==> src/rtl/ecwi_pkg.sv <==
// ----------------------------------------------------------------------------
// ecwi_pkg
// shared types, codes and constants of the edge counter with interrupt
// ----------------------------------------------------------------------------
package ecwi_pkg;

   // default widths of the counter and the time base
   localparam int COUNT_BITS_DEF = 32;
   localparam int TIME_BITS_DEF  = 32;

   // fixed widths of the transaction fields
   localparam int DATA_BITS      = 32;
   localparam int REQ_TDATA_BITS = 72;
   localparam int RSP_TDATA_BITS = 40;

   // reset value of the stored debounce time in ms
   localparam logic [7:0] DEBOUNCE_RESET = 8'd10;

   // operation codes
   localparam logic [1:0] OP_TICK     = 2'd0;
   localparam logic [1:0] OP_READ     = 2'd1;
   localparam logic [1:0] OP_WRITE    = 2'd2;
   localparam logic [1:0] OP_RESERVED = 2'd3;

   // register indexes
   localparam logic [2:0] REG_VALUE  = 3'd0;
   localparam logic [2:0] REG_COUNT  = 3'd1;
   localparam logic [2:0] REG_EVERY  = 3'd2;
   localparam logic [2:0] REG_PERIOD = 3'd3;
   localparam logic [2:0] REG_MODE   = 3'd4;

   // result kinds
   localparam logic [2:0] KIND_READ   = 3'd0;
   localparam logic [2:0] KIND_ACK    = 3'd1;
   localparam logic [2:0] KIND_UNSUPP = 3'd2;
   localparam logic [2:0] KIND_EVENT  = 3'd3;
   localparam logic [2:0] KIND_REPORT = 3'd4;

   // edge modes
   localparam logic [1:0] MODE_RISING  = 2'd0;
   localparam logic [1:0] MODE_FALLING = 2'd1;
   localparam logic [1:0] MODE_BOTH    = 2'd2;
   localparam logic [1:0] MODE_NONE    = 2'd3;

   // one request transaction, unpacked
   typedef struct packed {
      logic [1:0]           operation;
      logic [2:0]           reg_index;
      logic [DATA_BITS-1:0] write_data;
      logic                 sample;
      logic [31:0]          time_ms;
   } req_item_type;

   // one response transaction, unpacked
   typedef struct packed {
      logic [2:0]           kind;
      logic [DATA_BITS-1:0] data;
      logic                 level;
   } rsp_item_type;

endpackage

==> src/rtl/edge_counter_with_interrupt_top.sv <==
// ----------------------------------------------------------------------------
// edge_counter_with_interrupt_top
// magnetic switch edge counter with edge events and periodic count reports
// ----------------------------------------------------------------------------
// The req channel carries ticks (sensor sample plus time in ms), register
// reads and register writes, selected by req_tuser. Each transaction yields
// at most one rsp transaction: read data, a write ack, an unsupported answer,
// an edge event or a periodic count report, its kind in rsp_tuser. A tick
// with no edge event and no due report yields nothing.
// A request is taken into the input register, processed by the core once
// the output register is free or draining, and its result lands in the
// output register. One request is taken every cycle while the receiver does
// not stall; the only loop is the state update in the core.
// When the receiver stalls, the held result stays on rsp and the held
// request waits in the input register; req_tready is low while both are full
// and rsp_tready is low, and rises in the cycle that rsp_tready frees the
// output register.
// Reset clears both registers, the counter, the level, the event and report
// bases, turns events and reports off, selects rising edges and sets the
// stored debounce time to ten ms. No clearing pass is needed after reset.
// ----------------------------------------------------------------------------
module edge_counter_with_interrupt_top #(
   parameter int COUNT_BITS = ecwi_pkg::COUNT_BITS_DEF,
   parameter int TIME_BITS  = ecwi_pkg::TIME_BITS_DEF
) (
   input  logic                                  clock,
   input  logic                                  reset,
   input  logic                                  req_tvalid,
   output logic                                  req_tready,
   // reg_index[2:0], write_data[34:3], sample[35], time_ms[67:36], zero fill
   input  logic [ecwi_pkg::REQ_TDATA_BITS-1:0]   req_tdata,
   // operation[1:0]
   input  logic [1:0]                            req_tuser,
   output logic                                  rsp_tvalid,
   input  logic                                  rsp_tready,
   // data[31:0], level[32], zero fill
   output logic [ecwi_pkg::RSP_TDATA_BITS-1:0]   rsp_tdata,
   // kind[2:0]
   output logic [2:0]                            rsp_tuser
);

   logic                   item_valid;
   logic                   advance;
   logic                   has_result;
   ecwi_pkg::req_item_type item;
   ecwi_pkg::rsp_item_type result;

   // process the held request when the output register can take its result
   assign advance = item_valid && (!rsp_tvalid || rsp_tready);

   // input register
   ecwi_in_stage u_in_stage (
      .clock      (clock),
      .reset      (reset),
      .req_tvalid (req_tvalid),
      .req_tready (req_tready),
      .req_tdata  (req_tdata),
      .req_tuser  (req_tuser),
      .advance    (advance),
      .item_valid (item_valid),
      .item       (item)
   );

   // state and decision logic
   ecwi_core #(
      .COUNT_BITS (COUNT_BITS),
      .TIME_BITS  (TIME_BITS)
   ) u_core (
      .clock      (clock),
      .reset      (reset),
      .step       (advance),
      .item       (item),
      .has_result (has_result),
      .result     (result)
   );

   // output register
   ecwi_out_stage u_out_stage (
      .clock      (clock),
      .reset      (reset),
      .step       (advance),
      .has_result (has_result),
      .result     (result),
      .rsp_tvalid (rsp_tvalid),
      .rsp_tready (rsp_tready),
      .rsp_tdata  (rsp_tdata),
      .rsp_tuser  (rsp_tuser)
   );

endmodule

==> src/rtl/ecwi_in_stage.sv <==
// ----------------------------------------------------------------------------
// ecwi_in_stage
// request input register, unpacks the stream payload into one item
// ----------------------------------------------------------------------------
module ecwi_in_stage (
   input  logic                                  clock,
   input  logic                                  reset,
   input  logic                                  req_tvalid,
   output logic                                  req_tready,
   input  logic [ecwi_pkg::REQ_TDATA_BITS-1:0]   req_tdata,
   input  logic [1:0]                            req_tuser,
   input  logic                                  advance,
   output logic                                  item_valid,
   output ecwi_pkg::req_item_type                item
);

   logic                   valid_ff;
   logic                   valid_in;
   ecwi_pkg::req_item_type item_ff;
   ecwi_pkg::req_item_type item_in;

   // free when empty or when the held item moves on this cycle
   assign req_tready = !valid_ff || advance;

   // unpack the payload
   always_comb begin
      item_in.operation  = req_tuser;
      item_in.reg_index  = req_tdata[2:0];
      item_in.write_data = req_tdata[34:3];
      item_in.sample     = req_tdata[35];
      item_in.time_ms    = req_tdata[67:36];
   end

   // occupancy
   always_comb begin
      valid_in = valid_ff;
      if (req_tvalid && req_tready) begin
         valid_in = 1'b1;
      end else if (advance) begin
         valid_in = 1'b0;
      end
   end

   always_ff @(posedge clock) begin
      if (reset) begin
         valid_ff <= 1'b0;
      end else begin
         valid_ff <= valid_in;
      end
   end

   // payload register
   always_ff @(posedge clock) begin
      if (req_tvalid && req_tready) begin
         item_ff <= item_in;
      end
   end

   assign item_valid = valid_ff;
   assign item       = item_ff;

endmodule

==> src/rtl/ecwi_core.sv <==
// ----------------------------------------------------------------------------
// ecwi_core
// register file, edge counter, event/report decision; one item a cycle on step
// ----------------------------------------------------------------------------
module ecwi_core #(
   parameter int COUNT_BITS = ecwi_pkg::COUNT_BITS_DEF,
   parameter int TIME_BITS  = ecwi_pkg::TIME_BITS_DEF
) (
   input  logic                   clock,
   input  logic                   reset,
   input  logic                   step,
   input  ecwi_pkg::req_item_type item,
   output logic                   has_result,
   output ecwi_pkg::rsp_item_type result
);

   localparam int DW = ecwi_pkg::DATA_BITS;
   localparam int TW = (TIME_BITS > DW) ? TIME_BITS : DW;

   logic                  level_ff;
   logic                  level_in;
   logic [COUNT_BITS-1:0] edge_count_ff;
   logic [COUNT_BITS-1:0] edge_count_in;
   logic [COUNT_BITS-1:0] last_evt_ff;
   logic [COUNT_BITS-1:0] last_evt_in;
   logic [TIME_BITS-1:0]  last_rep_ff;
   logic [TIME_BITS-1:0]  last_rep_in;
   logic [DW-1:0]         event_every_ff;
   logic [DW-1:0]         event_every_in;
   logic [DW-1:0]         report_period_ff;
   logic [DW-1:0]         report_period_in;
   logic [1:0]            edge_mode_ff;
   logic [1:0]            edge_mode_in;
   logic [7:0]            debounce_ff;
   logic [7:0]            debounce_in;

   logic                  changed;
   logic                  hit;
   logic [COUNT_BITS-1:0] count_tick;
   logic [COUNT_BITS-1:0] count_diff;
   logic                  evt_due;
   logic [TW-1:0]         time_wide;
   logic [TIME_BITS-1:0]  now;
   logic [TIME_BITS-1:0]  time_diff;
   logic                  rep_due;

   // edge detection and counting on a tick
   always_comb begin
      changed = item.sample != level_ff;
      unique case (edge_mode_ff)
         ecwi_pkg::MODE_RISING:  hit = item.sample;
         ecwi_pkg::MODE_FALLING: hit = !item.sample;
         ecwi_pkg::MODE_BOTH:    hit = 1'b1;
         ecwi_pkg::MODE_NONE:    hit = 1'b0;
      endcase
      count_tick = edge_count_ff + COUNT_BITS'(hit && changed);
      count_diff = count_tick - last_evt_ff;
      evt_due    = changed && (event_every_ff != '0) &&
                   (DW'(count_diff) >= event_every_ff);
   end

   // elapsed time since the last event or report
   always_comb begin
      time_wide = TW'(item.time_ms);
      now       = time_wide[TIME_BITS-1:0];
      time_diff = now - last_rep_ff;
      rep_due   = (report_period_ff != '0) &&
                  (TW'(time_diff) >= TW'(report_period_ff));
   end

   // next state and result
   always_comb begin
      level_in         = level_ff;
      edge_count_in    = edge_count_ff;
      last_evt_in      = last_evt_ff;
      last_rep_in      = last_rep_ff;
      event_every_in   = event_every_ff;
      report_period_in = report_period_ff;
      edge_mode_in     = edge_mode_ff;
      debounce_in      = debounce_ff;
      has_result       = 1'b0;
      result           = '0;
      if (step) begin
         unique case (item.operation)
            ecwi_pkg::OP_TICK: begin
               level_in      = item.sample;
               edge_count_in = count_tick;
               if (evt_due) begin
                  last_evt_in  = count_tick;
                  last_rep_in  = now;
                  has_result   = 1'b1;
                  result.kind  = ecwi_pkg::KIND_EVENT;
                  result.data  = DW'(count_tick);
                  result.level = item.sample;
               end else if (rep_due) begin
                  last_rep_in  = now;
                  has_result   = 1'b1;
                  result.kind  = ecwi_pkg::KIND_REPORT;
                  result.data  = DW'(count_tick);
                  result.level = item.sample;
               end
            end
            ecwi_pkg::OP_READ: begin
               has_result  = 1'b1;
               result.kind = ecwi_pkg::KIND_READ;
               unique case (item.reg_index)
                  ecwi_pkg::REG_VALUE:  result.data = DW'(level_ff);
                  ecwi_pkg::REG_COUNT:  result.data = DW'(edge_count_ff);
                  ecwi_pkg::REG_EVERY:  result.data = event_every_ff;
                  ecwi_pkg::REG_PERIOD: result.data = report_period_ff;
                  ecwi_pkg::REG_MODE:
                     result.data = {16'd0, debounce_ff, 6'd0, edge_mode_ff};
                  default:              result.kind = ecwi_pkg::KIND_UNSUPP;
               endcase
            end
            ecwi_pkg::OP_WRITE: begin
               has_result  = 1'b1;
               result.kind = ecwi_pkg::KIND_ACK;
               unique case (item.reg_index)
                  ecwi_pkg::REG_EVERY: begin
                     event_every_in = item.write_data;
                     last_evt_in    = edge_count_ff;
                  end
                  ecwi_pkg::REG_PERIOD: begin
                     report_period_in = item.write_data;
                  end
                  ecwi_pkg::REG_MODE: begin
                     edge_count_in = '0;
                     last_evt_in   = '0;
                     edge_mode_in  = item.write_data[1:0];
                     debounce_in   = item.write_data[15:8];
                  end
                  default: begin
                     result.kind = ecwi_pkg::KIND_UNSUPP;
                  end
               endcase
            end
            ecwi_pkg::OP_RESERVED: begin
               has_result  = 1'b1;
               result.kind = ecwi_pkg::KIND_UNSUPP;
            end
         endcase
      end
   end

   // state registers
   always_ff @(posedge clock) begin
      if (reset) begin
         level_ff         <= 1'b0;
         edge_count_ff    <= '0;
         last_evt_ff      <= '0;
         last_rep_ff      <= '0;
         event_every_ff   <= '0;
         report_period_ff <= '0;
         edge_mode_ff     <= ecwi_pkg::MODE_RISING;
         debounce_ff      <= ecwi_pkg::DEBOUNCE_RESET;
      end else begin
         level_ff         <= level_in;
         edge_count_ff    <= edge_count_in;
         last_evt_ff      <= last_evt_in;
         last_rep_ff      <= last_rep_in;
         event_every_ff   <= event_every_in;
         report_period_ff <= report_period_in;
         edge_mode_ff     <= edge_mode_in;
         debounce_ff      <= debounce_in;
      end
   end

   // mode write clears the counter
   a_mode_clears: assert property (@(posedge clock) disable iff (reset)
      (step && item.operation == ecwi_pkg::OP_WRITE &&
       item.reg_index == ecwi_pkg::REG_MODE) |=> (edge_count_ff == '0))
      else $error("edge count not cleared by mode write");

   // events only fire when enabled
   a_event_enabled: assert property (@(posedge clock) disable iff (reset)
      (has_result && result.kind == ecwi_pkg::KIND_EVENT) |->
      (event_every_ff != '0))
      else $error("edge event with events off");

   // an event rebases the event counter
   a_event_rebase: assert property (@(posedge clock) disable iff (reset)
      (has_result && result.kind == ecwi_pkg::KIND_EVENT) |=>
      (last_evt_ff == edge_count_ff))
      else $error("event base not updated");

   // a tick advances the count by at most one
   a_tick_step: assert property (@(posedge clock) disable iff (reset)
      (step && item.operation == ecwi_pkg::OP_TICK) |=>
      (edge_count_ff == $past(edge_count_ff) ||
       edge_count_ff == COUNT_BITS'($past(edge_count_ff) + 1'b1)))
      else $error("edge count jumped on a tick");

   // state holds while no item is processed
   a_idle_hold: assert property (@(posedge clock) disable iff (reset)
      !step |=> ($stable(edge_count_ff) && $stable(level_ff)))
      else $error("state changed without an item");

endmodule

==> src/rtl/ecwi_out_stage.sv <==
// ----------------------------------------------------------------------------
// ecwi_out_stage
// response register, packs one result into the stream payload
// ----------------------------------------------------------------------------
module ecwi_out_stage (
   input  logic                                  clock,
   input  logic                                  reset,
   input  logic                                  step,
   input  logic                                  has_result,
   input  ecwi_pkg::rsp_item_type                result,
   output logic                                  rsp_tvalid,
   input  logic                                  rsp_tready,
   output logic [ecwi_pkg::RSP_TDATA_BITS-1:0]   rsp_tdata,
   output logic [2:0]                            rsp_tuser
);

   logic                   valid_ff;
   logic                   valid_in;
   ecwi_pkg::rsp_item_type item_ff;

   // a step only happens when this register is free or draining
   always_comb begin
      valid_in = valid_ff;
      if (step) begin
         valid_in = has_result;
      end else if (rsp_tready) begin
         valid_in = 1'b0;
      end
   end

   always_ff @(posedge clock) begin
      if (reset) begin
         valid_ff <= 1'b0;
      end else begin
         valid_ff <= valid_in;
      end
   end

   // payload register
   always_ff @(posedge clock) begin
      if (step && has_result) begin
         item_ff <= result;
      end
   end

   // pack the payload
   assign rsp_tvalid = valid_ff;
   assign rsp_tuser  = item_ff.kind;
   assign rsp_tdata  = {7'd0, item_ff.level, item_ff.data};

endmodule
==> config.mk <==
export PLATFORM = sky130hd
export DESIGN_NAME = edge_counter_with_interrupt_top
export DESIGN_NICKNAME = d
export VERILOG_FILES = /design/src/rtl/ecwi_pkg.sv /design/src/rtl/edge_counter_with_interrupt_top.sv /design/src/rtl/ecwi_in_stage.sv /design/src/rtl/ecwi_core.sv /design/src/rtl/ecwi_out_stage.sv
export SDC_FILE = /design/constraint.sdc
export NUM_CORES = 1
export LEC_CHECK = 0
export BUFFER_PORTS_ARGS = -buffer_cell sky130_fd_sc_hd__buf_2
export CORE_UTILIZATION = 50
export DETAILED_ROUTE_END_ITERATION = 6
export PLACE_DENSITY = 0.71
export SYNTH_ARGS = -nofsm -noshare
export SYNTH_HDL_FRONTEND = slang
export SYNTH_SLANG_ARGS = --single-unit
==> constraint.sdc <==
create_clock -name clock -period 7.5 [get_ports clock]
set_input_delay 0.75 -clock clock [delete_from_list [all_inputs] [get_ports clock]]
set_output_delay 0.75 -clock clock [all_outputs]
set_load 0.02 [all_outputs]
==> impl_metrics.json <==
{
  "outcome": "finished clean",
  "synth_commonest_cells": "nand2_1, a21oi_1, dfxtp_1",
  "holdPathEnd": "u_in_stage.item[1]$_DFFE_PP_",
  "via_per_inst": 6.01,
  "rows": 67,
  "dpl.hpwl_um": 35600,
  "peakVddDrop_uv": 190,
  "first_iter_violations": 1509,
  "post_cts_buffers": 0,
  "avgSynthCellArea_um2": 8.66,
  "gp_congestion": 0.970,
  "ys.flop_type": "dfxtp_1",
  "drtAntennaViolNets": 0,
  "cts_root_buffer": "clkbuf_16",
  "grt_pass1_vias": 14400,
  "worst_pin_slew_ps": 1280,
  "clock_latency_ps": 580,
  "drcViolationCount": 0,
  "setup_viol": 0,
  "power_frac_clock_pct": 43.0,
  "firstDrtPassIters": 5,
  "clockBufferDepth": 3,
  "timing.final.crit_share_pct": 94.4,
  "gr-total-overflow": 0,
  "p_per_area_mw_per_mm2": 198,
  "wl_per_cell_um": 19.9,
  "pwr-share-comb_pct": 13.7,
  "slew_headroom_pct": 14.2,
  "endpoint_kind": "register",
  "clkSinkCount": 279,
  "worst-r2r-cell-count": 27,
  "final-hold-violation-count": 0,
  "critical_path_arrival_ps": 7480,
  "crit_path_frequent_cell": "ha_1",
  "syn_area_mm2": 0.0171,
  "synth.area.top_cells": "dfxtp_1, edfxtp_1, ha_1",
  "wl_um": 49900,
  "portBuffers": 111,
  "ys_seq_area_share_pct": 38.9,
  "crit_slowest_cell": "edfxtp_1",
  "htree_levels": 1,
  "rsz0062_at_grt": "false",
  "fmax_mhz": 141,
  "yosysTopAreaCellShare_pct": 20.3,
  "final_nets": 2239,
  "cellLeakagePower_nw": 7.21,
  "reg2reg_from": "u_in_stage.item[32]$_DFFE_PP_",
  "slew_violations": 0,
  "fin_hold_ws_ps": 348,
  "path_max_fanout": 12,
  "clkTransAtPathRegs_ps": 60,
  "synth_edf_count": 106,
  "async_flop_share_pct": 0,
  "tritoncts": "yes",
  "reg2reg_to": "u_out_stage.rsp_tuser[0]$_SDFFCE_PN0P_",
  "yosysUniqueCellTypes": 90,
  "hold_depth": 1,
  "die_area_mm2": 0.0349,
  "path_class": "register to register",
  "antenna_found_initial": 1,
  "syn_to_final_growth_pct": 12.0,
  "ios": 123,
  "cp-start-kind": "register",
  "fillers": 3065,
  "coreArea_mm2": 0.0335,
  "vias": 15100,
  "grtUsageTotal_pct": 28.2,
  "skew_ps": 13.2,
  "dp_cells": 2446,
  "fin_tns_setup_ps": 0,
  "postSynthCellCount": 1972,
  "p_seq_share_pct": 43.3,
  "min-delay-start": "req_tdata[37]",
  "ys_warn_count": 0,
  "rrSetupSlack_ps": 420,
  "grt_max_degree": 89,
  "grt_pass1_wl_um": 78500,
  "cts_inserted_buffers": 31,
  "stdcell_count": 2504,
  "finalCriticalPeriod_ps": 7080,
  "yosysMostFrequentCell": "nand2_1",
  "ys_seq_elements": 279,
  "switchingPower_mw": 1.00,
  "drive_above_1_share_pct": 12.0,
  "die_h_um": 187,
  "die_w_um": 187,
  "max-cap-violations": 0,
  "sw_frac_of_total_pct": 26.5,
  "synth_top_cell_by_area": "dfxtp_1",
  "max_stage_delay_ps": 490,
  "start_util_pct": 50.9,
  "hold_path.class": "input pin to register",
  "cp.required_ps": 7910,
  "intPower_mw": 2.78
}
## stage by stage
stage                     total power, mW  utilization, %  instance area (um^2)  setup slack [ps]
after detailed placement             2.18            53.8                 18000               458
after global routing                 3.92            57.1                 19100              65.4
after global placement               2.17            53.8                 18000               524
after CTS                            3.81            57.1                 19100               433
after floorplan                      2.02               -                 17100               444
final                                3.79            57.1                 19100               422
## sequential cells by signal (all words and copies together) (netlist names)
| register | count |
|---|---|
| u_out_stage.rsp_tdata | 33 |
| u_core.last_rep_ff | 32 |
| u_core.level_ff | 1 |
| u_core.edge_count_ff | 32 |
| u_core.report_period_ff | 32 |
| u_core.event_every_ff | 32 |
| u_core.last_evt_ff | 32 |
| u_core.debounce_ff | 8 |
| u_in_stage.item | 70 |
| u_in_stage.item_valid | 1 |
| u_core.edge_mode_ff | 2 |
| u_out_stage.rsp_tvalid | 1 |
| u_out_stage.rsp_tuser | 3 |
## critical path: cells and delay by family (launching register included)
kind	cells	cell delay [ps]
AND/OR/NAND/NOR	10	2070
AO/OA/AOI/OAI	10	2210
flip-flops	1	490
buffers and inverters	1	300
adder cells (fa/ha/maj)	4	1370
XOR/XNOR	2	480
## logic make-up (layout without fill, tap and decap cells)
group / count (synthesis) / count (layout) / synth area share [%]
XOR/XNOR: 85 / 85 / 4.40
other: 1 / 8 / 0.0220
buffers and inverters: 290 / 367 / 6.97
AO/OA/AOI/OAI: 622 / 622 / 24.7
multiplexers: 3 / 3 / 0.183
flip-flops: 279 / 279 / 38.9
adder cells (fa/ha/maj): 130 / 130 / 9.61
AND/OR/NAND/NOR: 562 / 562 / 15.2
## worst max path at each step
stage / startpoint / endpoint / slack (ps) / cells past startpoint
after floorplan: u_in_stage.item[32]$_DFFE_PP_ / u_out_stage.rsp_tdata[0]$_SDFFCE_PN0P_ / 440 / 27
after global placement: u_in_stage.item[32]$_DFFE_PP_ / u_out_stage.rsp_tdata[12]$_SDFFCE_PN0P_ / 520 / 28
after detailed placement: u_in_stage.item[32]$_DFFE_PP_ / u_out_stage.rsp_tdata[1]$_SDFFCE_PN0P_ / 460 / 28
after CTS: u_in_stage.item[32]$_DFFE_PP_ / u_out_stage.rsp_tdata[3]$_SDFFCE_PN0P_ / 430 / 28
after global routing: u_in_stage.item[32]$_DFFE_PP_ / u_out_stage.rsp_tuser[0]$_SDFFCE_PN0P_ / 70 / 27
final: u_in_stage.item[32]$_DFFE_PP_ / u_out_stage.rsp_tuser[0]$_SDFFCE_PN0P_ / 420 / 27
## final cells by class
class	count	area [um^2]	share of cell area, %
antenna	1	2.50	0.0131
clock buffer	40	923	4.82
clock inverter	17	180	0.941
inverter	157	589	3.08
multi-input combinational	1409	9300	48.6
sequential	279	6650	34.7
tap	448	561	2.93
timing repair buffer	153	936	4.89
## power by group through the flow
stage / Sequential, mW / Clock [mW] / Combinational [mW]
floorplan: 1.67 / 0 / 0.349
global placement: 1.67 / 0 / 0.503
detailed placement: 1.67 / 0 / 0.514
CTS: 1.64 / 1.65 / 0.517
global route: 1.64 / 1.72 / 0.569
finish: 1.64 / 1.63 / 0.520
## routing by layer
metal | part of all wire (%) | up-vias | track usage, %
li1 | - | 7274 | -
met1 | 44 | 7074 | 38.5
met2 | 45 | 613 | 44.0
met3 | 8.0 | 92 | 5.57
met4 | 3.3 | 0 | 10.8
met5 | 0 | - | 0
## layout by cell type (no fill, tap or decap), drive strengths merged, types with 48 or more instances in the layout
| cell | n |
|---|---|
| nand2 | 265 |
| nor2 | 96 |
| dfxtp | 173 |
| a21oi | 192 |
| a22oi | 49 |
| edfxtp | 106 |
| ha | 128 |
| nand3 | 48 |
| buf | 153 |
| o21ai | 88 |
| xnor2 | 55 |
| inv | 163 |
## repair_timing
item                                    in CTS  in global routing
endpoints found under the setup margin       0                  1
resized for setup                            0                  1
hold endpoints to repair                     0                  0
hold buffers                                 0                  0
No activity file was read; power rests on OpenSTA's default activity.
